$ cat config.mk
export PLATFORM = sky130hd
export DESIGN_NAME = command_timeout_escalator_top
export DESIGN_NICKNAME = d
export VERILOG_FILES = /design/src/rtl/cte_pkg.sv /design/src/rtl/command_timeout_escalator_top.sv
export SDC_FILE = /design/constraint.sdc
export NUM_CORES = 2
export LEC_CHECK = 0
export ABC_CLOCK_PERIOD_IN_PS = 20900
export CAP_MARGIN = 20
export CORE_AREA = 4 4 404 306
export DETAILED_ROUTE_END_ITERATION = 16
export DIE_AREA = 0 0 408 310
export DONT_BUFFER_PORTS = 1
export PLACE_DENSITY_LB_ADDON = 0.3
export SLEW_MARGIN = 10
export SYNTH_ARGS = -nofsm -noshare
export SYNTH_HDL_FRONTEND = slang
export SYNTH_SLANG_ARGS = --single-unit
$ cat constraint.sdc
create_clock -name clock -period 20.9 [get_ports clock]
set_input_delay 4.18 -clock clock [delete_from_list [all_inputs] [get_ports clock]]
set_output_delay 4.18 -clock clock [all_outputs]
set_load 0.03 [all_outputs]
$ cat src/rtl/cte_pkg.sv
package cte_pkg;

   localparam int SLOTS       = 16;
   localparam int SLOT_BITS   = 4;
   localparam int TIME_BITS   = 32;
   localparam int TICKS_BITS  = 26;
   localparam int TPS_BITS    = 10;
   localparam int SECS_BITS   = 16;
   localparam int CSR_BITS    = 10;
   localparam int CSR_IDX_BITS = 3;

   typedef enum logic [2:0] {
      OP_START  = 3'd0,
      OP_STOP   = 3'd1,
      OP_TICK   = 3'd2,
      OP_POLL   = 3'd3,
      OP_REQ    = 3'd4,
      OP_RESULT = 3'd5,
      OP_RSVD6  = 3'd6,
      OP_RSVD7  = 3'd7
   } op_type;

   typedef enum logic [2:0] {
      REG_TPS       = 3'd0,
      REG_ABORT_CMD = 3'd1,
      REG_ABORT_DEV = 3'd2,
      REG_RESET_DEV = 3'd3,
      REG_RESET_BUS = 3'd4,
      REG_HUNG      = 3'd5
   } reg_idx_type;

   typedef enum logic [1:0] {
      ST_OK      = 2'd0,
      ST_NONE    = 2'd1,
      ST_INVALID = 2'd2,
      ST_BUSY    = 2'd3
   } status_type;

   localparam logic [3:0] CS_IDLE      = 4'd0;
   localparam logic [3:0] CS_WAITQ     = 4'd1;
   localparam logic [3:0] CS_ACTIVE    = 4'd2;
   localparam logic [3:0] CS_ABORT_CMD = 4'd3;
   localparam logic [3:0] CS_ABORT_DEV = 4'd4;
   localparam logic [3:0] CS_RESET_DEV = 4'd5;
   localparam logic [3:0] CS_RESET_BUS = 4'd6;
   localparam logic [3:0] CS_HUNG      = 4'd7;
   localparam logic [3:0] CS_DONEQ     = 4'd8;

   localparam logic [2:0] ACT_EARLY_ABORT   = 3'd0;
   localparam logic [2:0] ACT_EARLY_TIMEOUT = 3'd1;
   localparam logic [2:0] ACT_ABORT_CMD     = 3'd2;
   localparam logic [2:0] ACT_ABORT_DEV     = 3'd3;
   localparam logic [2:0] ACT_RESET_TARGET  = 3'd4;
   localparam logic [2:0] ACT_RESET_BUS     = 3'd5;
   localparam logic [2:0] ACT_INCOMPLETE    = 3'd6;

   typedef enum logic [2:0] {
      FSM_IDLE,
      FSM_EXEC,
      FSM_SCAN,
      FSM_RDOUT
   } fsm_type;

   typedef struct packed {
      logic [3:0]            slot_state;
      logic [TIME_BITS-1:0]  start_time;
      logic [TICKS_BITS-1:0] timeout_ticks;
   } entry_type;

   function automatic logic [3:0] state_after(input logic [2:0] act);
      logic [3:0] ns;
      unique case (act)
         ACT_EARLY_ABORT, ACT_EARLY_TIMEOUT: ns = CS_DONEQ;
         ACT_ABORT_CMD:    ns = CS_ABORT_CMD;
         ACT_ABORT_DEV:    ns = CS_ABORT_DEV;
         ACT_RESET_TARGET: ns = CS_RESET_DEV;
         ACT_RESET_BUS:    ns = CS_RESET_BUS;
         default:          ns = CS_HUNG;
      endcase
      return ns;
   endfunction

   function automatic logic [2:0] action_after(input logic [2:0] act);
      logic [2:0] na;
      if (act <= ACT_EARLY_TIMEOUT) na = ACT_ABORT_CMD;
      else if (act >= ACT_INCOMPLETE) na = ACT_INCOMPLETE;
      else na = act + 3'd1;
      return na;
   endfunction

   function automatic logic is_terminal(input logic [2:0] act);
      return (act == ACT_EARLY_ABORT) || (act == ACT_EARLY_TIMEOUT) ||
             (act >= ACT_RESET_BUS);
   endfunction

endpackage

$ cat src/rtl/command_timeout_escalator_top.sv
// Order: start, unused codes, busy ticks/polls, results without a pending action and
//   requested or chained actions answer from EXEC through the response register; stop and
//   reads of slot state pass EXEC, then RDOUT; a tick or poll scan passes EXEC, then SCAN, one slot per cycle.
// Throughput: one request at a time; busy stays high through the response strobe.
// The receiver cannot stall: rsp_valid is a one-cycle strobe.
// Reset (sync, active high): clear time, armed/valid bits, pending action; load defaults.
module command_timeout_escalator_top import cte_pkg::*; (
   input  logic                 clock,
   input  logic                 reset,
   input  logic                 start,
   output logic                 busy,
   input  logic [2:0]           req_operation,
   input  logic [3:0]           req_slot,
   input  logic [15:0]          req_timeout_seconds,
   input  logic [1:0]           req_initial_state,
   input  logic [2:0]           req_requested_action,
   input  logic                 req_action_accepted,
   output logic                 rsp_valid,
   output logic [1:0]           rsp_status,
   output logic                 rsp_action_valid,
   output logic [3:0]           rsp_action_slot,
   output logic [2:0]           rsp_action_code,
   output logic [3:0]           rsp_new_state,
   output logic                 rsp_recovery_done,
   input  logic                 csr_write_enable,
   input  logic [CSR_IDX_BITS-1:0] csr_index,
   input  logic [CSR_BITS-1:0]  csr_write_data
);

   // configuration registers
   logic [TPS_BITS-1:0] tps_ff;
   logic [7:0] abort_cmd_ff, abort_dev_ff, reset_dev_ff, reset_bus_ff, hung_ff;

   always_ff @(posedge clock) begin
      if (reset) begin
         tps_ff       <= TPS_BITS'(100);
         abort_cmd_ff <= 8'd3;
         abort_dev_ff <= 8'd3;
         reset_dev_ff <= 8'd8;
         reset_bus_ff <= 8'd10;
         hung_ff      <= 8'd60;
      end else if (csr_write_enable) begin
         unique case (csr_index)
            REG_TPS:       tps_ff       <= csr_write_data;
            REG_ABORT_CMD: abort_cmd_ff <= csr_write_data[7:0];
            REG_ABORT_DEV: abort_dev_ff <= csr_write_data[7:0];
            REG_RESET_DEV: reset_dev_ff <= csr_write_data[7:0];
            REG_RESET_BUS: reset_bus_ff <= csr_write_data[7:0];
            REG_HUNG:      hung_ff      <= csr_write_data[7:0];
            default: ;
         endcase
      end
   end

   // slot memory: one write and one registered read port
   entry_type mem [SLOTS];
   entry_type rdata_ff;
   logic      rvalid_ff;
   logic      wr_en;
   logic [SLOT_BITS-1:0] wr_addr, rd_addr;
   entry_type wr_data;

   always_ff @(posedge clock) begin
      if (wr_en) mem[wr_addr] <= wr_data;
      rdata_ff <= mem[rd_addr];
   end

   // control state
   fsm_type fsm_ff, fsm_in;
   logic [TIME_BITS-1:0] time_ff, time_in;
   logic [SLOTS-1:0] armed_ff, armed_in, csv_ff, csv_in;
   logic pend_ff, pend_in;
   logic [SLOT_BITS-1:0] pslot_ff, pslot_in;
   logic [2:0] pact_ff, pact_in;
   logic [SLOT_BITS-1:0] rd_idx_ff, rd_idx_in, chk_idx_ff, chk_idx_in;
   logic chk_vld_ff, chk_vld_in;

   // captured request
   op_type op_ff;
   logic [SLOT_BITS-1:0] slot_ff;
   logic [SECS_BITS-1:0] secs_ff;
   logic [1:0] init_ff;
   logic [2:0] reqact_ff;
   logic acc_ff;

   // response registers; rd_cs gives the slot state from read data
   logic rv_ff, rv_in;
   logic [1:0] st_ff, st_in;
   logic av_ff, av_in;
   logic [3:0] as_ff, as_in;
   logic [2:0] ac_ff, ac_in;
   logic [3:0] ns_ff, ns_in;
   logic dn_ff, dn_in;

   logic [3:0] rd_cs;
   assign rd_cs = rvalid_ff ? rdata_ff.slot_state : CS_IDLE;

   // issue path
   logic [SLOT_BITS-1:0] is_slot;
   logic [2:0] is_act;
   logic [3:0] is_ns;
   logic [7:0] is_secs;
   logic [TICKS_BITS-1:0] is_ticks, start_ticks;

   assign is_ns = state_after(is_act);
   always_comb begin
      unique case (is_ns)
         CS_ABORT_CMD: is_secs = abort_cmd_ff;
         CS_ABORT_DEV: is_secs = abort_dev_ff;
         CS_RESET_DEV: is_secs = reset_dev_ff;
         CS_RESET_BUS: is_secs = reset_bus_ff;
         CS_HUNG:      is_secs = hung_ff;
         default:      is_secs = 8'd0;
      endcase
   end
   assign is_ticks    = TICKS_BITS'(is_secs) * TICKS_BITS'(tps_ff);
   assign start_ticks = TICKS_BITS'(secs_ff) * TICKS_BITS'(tps_ff);

   // expiry check on the slot whose read data is now registered
   logic [TIME_BITS-1:0] elapsed;
   logic expired;
   assign elapsed = time_ff - rdata_ff.start_time;
   assign expired = armed_ff[chk_idx_ff] && (rdata_ff.timeout_ticks != '0) &&
                    (elapsed >= TIME_BITS'(rdata_ff.timeout_ticks));

   always_ff @(posedge clock) begin
      if (reset) begin
         fsm_ff     <= FSM_IDLE;
         time_ff    <= '0;
         armed_ff   <= '0;
         csv_ff     <= '0;
         pend_ff    <= 1'b0;
         pslot_ff   <= '0;
         pact_ff    <= '0;
         rd_idx_ff  <= '0;
         chk_idx_ff <= '0;
         chk_vld_ff <= 1'b0;
         rv_ff      <= 1'b0;
      end else begin
         fsm_ff     <= fsm_in;
         time_ff    <= time_in;
         armed_ff   <= armed_in;
         csv_ff     <= csv_in;
         pend_ff    <= pend_in;
         pslot_ff   <= pslot_in;
         pact_ff    <= pact_in;
         rd_idx_ff  <= rd_idx_in;
         chk_idx_ff <= chk_idx_in;
         chk_vld_ff <= chk_vld_in;
         rv_ff      <= rv_in;
      end
   end

   always_ff @(posedge clock) begin
      rvalid_ff <= csv_ff[rd_addr];
      st_ff <= st_in;
      av_ff <= av_in;
      as_ff <= as_in;
      ac_ff <= ac_in;
      ns_ff <= ns_in;
      dn_ff <= dn_in;
      if (start && !busy) begin
         op_ff     <= op_type'(req_operation);
         slot_ff   <= req_slot;
         secs_ff   <= req_timeout_seconds;
         init_ff   <= req_initial_state;
         reqact_ff <= req_requested_action;
         acc_ff    <= req_action_accepted;
      end
   end

   always_comb begin
      fsm_in     = fsm_ff;
      time_in    = time_ff;
      armed_in   = armed_ff;
      csv_in     = csv_ff;
      pend_in    = pend_ff;
      pslot_in   = pslot_ff;
      pact_in    = pact_ff;
      rd_idx_in  = rd_idx_ff;
      chk_idx_in = chk_idx_ff;
      chk_vld_in = chk_vld_ff;
      rv_in = 1'b0;
      st_in = st_ff;
      av_in = 1'b0;
      as_in = as_ff;
      ac_in = 3'd0;
      ns_in = ns_ff;
      dn_in = 1'b0;
      wr_en   = 1'b0;
      wr_addr = slot_ff;
      wr_data = '{slot_state: 4'(init_ff), start_time: time_ff, timeout_ticks: start_ticks};
      rd_addr = slot_ff;
      is_slot = slot_ff;
      is_act  = reqact_ff;

      unique case (fsm_ff)
         FSM_IDLE: begin
            if (start && !busy) begin
               // advance time at acceptance so the scan sees the new count
               if (op_type'(req_operation) == OP_TICK) time_in = time_ff + 1'b1;
               fsm_in = FSM_EXEC;
            end
         end
         FSM_EXEC: begin
            fsm_in = FSM_IDLE;
            st_in = ST_OK;
            as_in = slot_ff;
            ns_in = CS_IDLE;
            unique case (op_ff)
               OP_START: begin
                  wr_en = 1'b1;
                  armed_in[slot_ff] = 1'b1;
                  csv_in[slot_ff]   = 1'b1;
                  rv_in = 1'b1;
                  ns_in = 4'(init_ff);
               end
               OP_STOP: begin
                  armed_in[slot_ff] = 1'b0;
                  fsm_in = FSM_RDOUT;
               end
               OP_TICK, OP_POLL: begin
                  if (pend_ff) begin
                     rv_in = 1'b1;
                     st_in = ST_BUSY;
                     as_in = '0;
                  end else begin
                     rd_idx_in  = '0;
                     chk_vld_in = 1'b0;
                     fsm_in = FSM_SCAN;
                  end
               end
               OP_REQ: begin
                  if (pend_ff) begin
                     st_in = ST_BUSY;
                     fsm_in = FSM_RDOUT;
                  end else begin
                     wr_en = 1'b1;
                     wr_data = '{slot_state: is_ns, start_time: time_ff, timeout_ticks: is_ticks};
                     armed_in[is_slot] = (is_secs != 8'd0);
                     csv_in[is_slot] = 1'b1;
                     pend_in = 1'b1; pslot_in = is_slot; pact_in = is_act;
                     rv_in = 1'b1; av_in = 1'b1; ac_in = is_act; ns_in = is_ns;
                  end
               end
               OP_RESULT: begin
                  rd_addr = pslot_ff;
                  as_in = pslot_ff;
                  if (!pend_ff) begin
                     rv_in = 1'b1;
                     st_in = ST_NONE;
                     as_in = '0;
                  end else if (acc_ff) begin
                     pend_in = 1'b0;
                     fsm_in = FSM_RDOUT;
                  end else if (is_terminal(pact_ff)) begin
                     armed_in[pslot_ff] = 1'b0;
                     pend_in = 1'b0;
                     fsm_in = FSM_RDOUT;
                  end else begin
                     // refused: issue the next action of the chain
                     is_slot = pslot_ff;
                     is_act  = action_after(pact_ff);
                     wr_en   = 1'b1;
                     wr_addr = pslot_ff;
                     wr_data = '{slot_state: is_ns, start_time: time_ff, timeout_ticks: is_ticks};
                     armed_in[is_slot] = (is_secs != 8'd0);
                     csv_in[is_slot] = 1'b1;
                     pend_in = 1'b1; pslot_in = is_slot; pact_in = is_act;
                     rv_in = 1'b1; av_in = 1'b1; ac_in = is_act; ns_in = is_ns;
                  end
               end
               default: begin
                  rv_in = 1'b1;
                  as_in = '0;
               end
            endcase
         end
         FSM_RDOUT: begin
            // read data for the concerned slot is registered now
            rv_in = 1'b1;
            ns_in = rd_cs;
            dn_in = (op_ff == OP_RESULT) && !acc_ff;
            fsm_in = FSM_IDLE;
         end
         FSM_SCAN: begin
            rd_addr = rd_idx_ff;
            if (chk_vld_ff && expired) begin
               armed_in[chk_idx_ff] = 1'b0;
               fsm_in = FSM_IDLE;
               rv_in = 1'b1;
               as_in = chk_idx_ff;
               is_slot = chk_idx_ff;
               priority if (rd_cs >= CS_WAITQ && rd_cs <= CS_HUNG) begin
                  unique case (rd_cs)
                     CS_WAITQ:     is_act = ACT_EARLY_TIMEOUT;
                     CS_ACTIVE:    is_act = ACT_ABORT_CMD;
                     CS_ABORT_CMD: is_act = ACT_ABORT_DEV;
                     CS_ABORT_DEV: is_act = ACT_RESET_TARGET;
                     CS_RESET_DEV: is_act = ACT_RESET_BUS;
                     default:      is_act = ACT_INCOMPLETE;
                  endcase
                  wr_en   = 1'b1;
                  wr_addr = chk_idx_ff;
                  wr_data = '{slot_state: is_ns, start_time: time_ff, timeout_ticks: is_ticks};
                  armed_in[chk_idx_ff] = (is_secs != 8'd0);
                  csv_in[chk_idx_ff] = 1'b1;
                  pend_in = 1'b1; pslot_in = chk_idx_ff; pact_in = is_act;
                  st_in = ST_OK; av_in = 1'b1; ac_in = is_act; ns_in = is_ns;
               end else begin
                  st_in = ST_INVALID;
                  ns_in = rd_cs;
               end
            end else if (chk_vld_ff && chk_idx_ff == SLOT_BITS'(SLOTS - 1)) begin
               fsm_in = FSM_IDLE;
               rv_in = 1'b1;
               st_in = ST_NONE;
               as_in = '0;
               ns_in = CS_IDLE;
            end else begin
               chk_idx_in = rd_idx_ff;
               chk_vld_in = 1'b1;
               rd_idx_in  = rd_idx_ff + 1'b1;
            end
         end
         default: fsm_in = FSM_IDLE;
      endcase
   end

   assign busy              = (fsm_ff != FSM_IDLE) || rv_ff;
   assign rsp_valid         = rv_ff;
   assign rsp_status        = st_ff;
   assign rsp_action_valid  = av_ff;
   assign rsp_action_slot   = as_ff;
   assign rsp_action_code   = ac_ff;
   assign rsp_new_state     = ns_ff;
   assign rsp_recovery_done = dn_ff;

endmodule

== After elaboration in Yosys (flattened, before gate mapping) ==
Memory sizes are Yosys's and may differ from the RTL's. A register that Yosys moved wholly into a read port is not among the register bits.
Index checks and enable logic that the tools add are counted.
Word-level totals
  flip-flop bits (word level): 180
  bits in latches: 0
  RAM bits: 992
  memory bits (read-only): 0
  input port bits: 46
  output and inout port bits: 17
  logic and storage cells: 298
  memories kept: 1
Memory list
  mem: depth 16, width 62, rd ports 1, clocked after Yosys merged registers in 1, write ports 1, RTL line command_timeout_escalator_top.sv:56  | entry_type mem [SLOTS];
Cells by class
  add/sub/neg operators: 4
  multipliers: 2
  divide/modulo/power cells: 0
  magnitude comparators: 13
  eq/ne operators: 47
  shifts and indexed selects: 0
  multiplexer cells: 143
  bitwise logic cells: 12
  reduce and logical (&&, ||, !) cells: 46
Operators with widths (count)
  2-to-1 mux 62 bit: 6
  one-hot mux 62 bit (2 select lines): 2
  2-to-1 mux 16 bit: 12
  2-to-1 mux 4 bit: 26
  2-to-1 mux 3 bit: 23
  bitwise OR 16 bit: 4
  one-hot mux 16 bit (2 select lines): 2
  one-hot mux 16 bit (4 select lines): 1
  AND 16 bit: 3
  bitwise mux 16 bit: 3
  inverter 16 bit: 3
  one-hot mux 16 bit (3 select lines): 1
  one-hot mux 4 bit (2 select lines): 5
  one-hot mux 8 bit (5 select lines): 1
  one-hot mux 4 bit (3 select lines): 3
  adder 32 x 1 -> 32 bit (second input constant): 1
  >= comparator 32 x 26 -> 1 bit: 1
  subtractor 32 bit: 1
  one-hot mux 3 bit (2 select lines): 5
  == test 3 x 2 -> 1 bit (second input constant): 9
  multiplier 16 x 10 -> 26 bit: 1
  nonzero test 26 bit: 1
  == test 4 x 3 -> 1 bit (second input constant): 6
  2-to-1 mux 1 bit: 24
  other kinds (46): 123

== Longest topological paths before layout ==
  depth after elaboration: 20
  depth in mapped cells: 51
  mapped depth without buffers: 50

== Worst setup path after synthesis ==
No wires, ideal clock.
  kind: reg-to-reg
  from: register time_ff[0]
  to: memory mem[0][17] (netlist bit), data pin
  library setup time: 0.294 ns
  arrival time: 9.963 ns
  required time: 20.606 ns
  path slack: 10.643 ns
  cell stages (with the launch flop): 51
  buffers on the path: 2
  clock period less this slack: 10.257 ns
  cell sequence: dfxtp_1 > inv_1 > ha_1 > inv_1 > fa_1 > a211oi_1 > o21bai_1 > o41ai_2 > a21oi_1 > nor2b_1 > o21ai_0 > a21o_1 > a21oi_1 > xnor2_1 > ha_1 > a21oi_1 > nand2_1 > a2111oi_0 > (+15 left out) > fa_1 > inv_1 > fa_1 > inv_1 > ha_1 > inv_1 > o21bai_1 > a21oi_1 > o21bai_1 > a21oi_1 > o21bai_1 > a21oi_1 > o21bai_1 > a21oi_1 > o21bai_1 > a21oi_1 > xnor2_1 > o22ai_1
RTL lines
  start, declared: RTL line command_timeout_escalator_top.sv:70  | logic [TIME_BITS-1:0] time_ff, time_in;
  start signal, assigned: RTL line command_timeout_escalator_top.sv:141  | time_ff <= time_in;
  end, declared: RTL line command_timeout_escalator_top.sv:56

==> metrics.cfg <==
[run_status]
status=finished clean

[worst_setup_path]
startpoint=time_ff[0]$_SDFFE_PP0P_
path_class=flop to flop
r2r_setup_slack_ns=8.69
max_stage_delay_ns=0.76
crit_arrival_ns=12.64
startpoint_type=flop
path_common_cell=a21oi_1
critPathRequiredTime_ns=21.34
cp_max_fo=20
reg2reg_to=mem[3][17]$_DFFE_PP_
critPathSlowestCell=a22oi_1
worstRegToRegCells=49
setup.worst_path.end_class=flop
timing.rr.start=time_ff[0]$_SDFFE_PP0P_

[die]
core_mm2=0.120
die_h_um=310
initial_core_util_pct=49.8
die_x_um=408
fp.dieArea_mm2=0.126
io-pin-count=63
rows=110

[global_routing]
grt_pass1_wl_mm=230
grt_start_max_net_pins=208
grt_use_total_pct=23.2
grt-ovfl-total=0
antenna_found_initial=1
first_global_vias=38277

[flow_run]
maxCapViolations=0

[cells_and_area]
fin_util_pct=54.3
nNetsFinal=5357
final_cell_mix=1031 x edfxtp_1, 813 x nand2_1, 341 x and2_1, 331 x a211oi_1, 298 x a21oi_1
layout-drive-gt1-share_pct=6.37
post-route-cell-area_mm2=0.0650
mostFrequentLayoutCell=edfxtp_1
areaGrowthSynthToFinish_pct=9.06
fillers=9854
fin_cells=6657

[timing]
hold_viol_final=0
finClkSkew_ns=0.0416
setup_violations=0
slew_headroom_pct=21.4
setup_tns_ns=0
final.period_utilization_pct=58.4
worst_pin_slew_ns=1.18
final_max_slew_viol_count=0
fmax_ghz=0.0819
rsz0062_at_grt=false
finalCriticalPeriod_ns=12.21

[power_and_ir_drop]
power_density_mw_per_mm2=152
total_power_uw=9850
peakVddDrop_v=0.000153
leakage_uw=0.0222

[clock_tree]
post-cts-setup-buffer-count=0
clock_latency_ns=0.74
clock_path_buffers=3
cts-root-buf=clkbuf_16
htreeDepth=3
cts_buffers=113
cts_sinks=1233
postCtsResizedCells=0
holdBufCountCts=0
cts_tree=yes
clk_pin_slew_ns=0.06

[routing]
viasPerCell=5.97
ant_nets=0
dr.pass1.iters=6
wl_mm=148
vias=39724
routedWlPerCell_um=22.2
drc=0
dr.first_iter.drc_count=4265

[logic_synthesis]
yosys.area.top_type_share_pct=51.9
synth_edf_count=1031
syn_nets=5491
synth_compound_area_share_pct=13.7
synth.yosys.seq_area_share_pct=58.7
synth_area_mm2=0.0596
yosys.area.top_type=edfxtp_1
synthArstFlopShare_pct=0
ys.flop_type=edfxtp_1
synthTopCellsByArea=edfxtp_1 52%, dfxtp_1 6.8%, fa_1 5.3%
synthCells=5124
synth_cell_type_count=82
synth_top_family_by_area=compound AO/OA/AOI/OAI gates
avgSynthCellArea_um2=11.6
ys_warn_count=0
synth_xor_area_share_pct=1.23
ys_seq_elements=1233
synth_fa_ha_area_share_pct=8.74
yosys.area_share.simple_pct=13.0
muxShareOfSynthArea_pct=0.743

[placed_design]
portBuffers=0
dp_hpwl_mm=85.0
dp_cells=6435
place_congestion=0.904
placed_cell_area_mm2=0.0611

[hold_path]
hold_end=abort_cmd_ff[7]$_SDFFE_PP0P_
min_from=abort_cmd_ff[7]$_SDFFE_PP0P_
min_path_cells=2
worstHoldPathType=flop to flop

==> sequential cells by signal, summed over array words and instances, names as in the netlist, 8 cells and up, named ones only <==
signal and flops:
abort_dev_ff 8, mem 992, time_ff 32, csv_ff 16
reset_bus_ff 8, rdata_ff 62, hung_ff 8, tps_ff 10
secs_ff 16, abort_cmd_ff 8, reset_dev_ff 8
==> Yosys cell counts, types with 62 or more instances <==
cell type / n
ha_1: 162
a311oi_1: 126
a211oi_1: 331
o21ai_0: 93
nor2b_1: 62
dfxtp_1: 202
and2_1: 341
edfxtp_1: 1031
nor2_1: 200
a31oi_1: 143
fa_1: 159
clkbuf_1: 291
inv_1: 270
a21oi_1: 298
nand2_1: 813
==> worst max-delay path by stage <==
stage / to / slack (ns) / cells past startpoint
floorplan: mem[0][17]$_DFFE_PP_ / 10.64 / 50
global placement: mem[3][17]$_DFFE_PP_ / 8.76 / 48
detailed placement: mem[11][17]$_DFFE_PP_ / 8.49 / 48
CTS: mem[3][17]$_DFFE_PP_ / 8.39 / 48
global route: mem[3][17]$_DFFE_PP_ / 7.77 / 49
finish: mem[3][17]$_DFFE_PP_ / 8.69 / 49
==> stage by stage <==
step	hold WS [ns]	worst slack (ns)
after floorplan	0.428	10.64
after global placement	0.445	8.76
after detailed placement	0.443	8.49
after CTS	0.453	8.39
after global routing	0.478	7.77
final	0.455	8.69
==> critical path, delay by kind of cell (launching register included) <==
family / cells / cell delay [ns]
AO/OA/AOI/OAI: 23 / 5.66
XOR/XNOR: 2 / 0.30
adder cells (fa/ha/maj): 8 / 3.02
buffers and inverters: 6 / 0.68
flip-flops: 1 / 0.50
AND/OR/NAND/NOR: 10 / 1.73
==> layer usage <==
layer | global-route usage [%] | up-vias | share of wire, %
li1 | - | 18318 | -
met1 | 34.7 | 19847 | 46
met2 | 36.0 | 1371 | 45
met3 | 3.75 | 188 | 7.1
met4 | 4.90 | 0 | 1.5
met5 | 0 | - | 0
==> report_power, final <==
group | internal (µW) | leakage [µW] | switching [µW]
clock network | 1180 | 0.00184 | 922
registers | 3300 | 0.00994 | 133
logic | 1390 | 0.0104 | 2920
==> kinds of logic (layout without fill, tap and decap cells) <==
kind of cell | count (synthesis) | in the layout
other cells | 0 | 1
simple gates | 1651 | 1651
mux | 37 | 37
compound gates | 1194 | 1194
fa+ha+maj | 321 | 321
flops | 1233 | 1233
xor+xnor | 84 | 84
buf+inv | 604 | 568
==> cell type report <==
cell class / count / area [µm²] / share of cell area (%)
flip-flops and latches: 1233 / 35000 / 53.9
multi-input cells: 3287 / 22500 / 34.7
clock buffers: 157 / 3120 / 4.80
well taps: 1568 / 1960 / 3.02
inverters: 271 / 1020 / 1.57
repair buffers: 84 / 682 / 1.05
clock inverters: 56 / 674 / 1.04
diodes: 1 / 2.50 / 0.00385
Note: power is estimated with default switching activity, not from simulation.
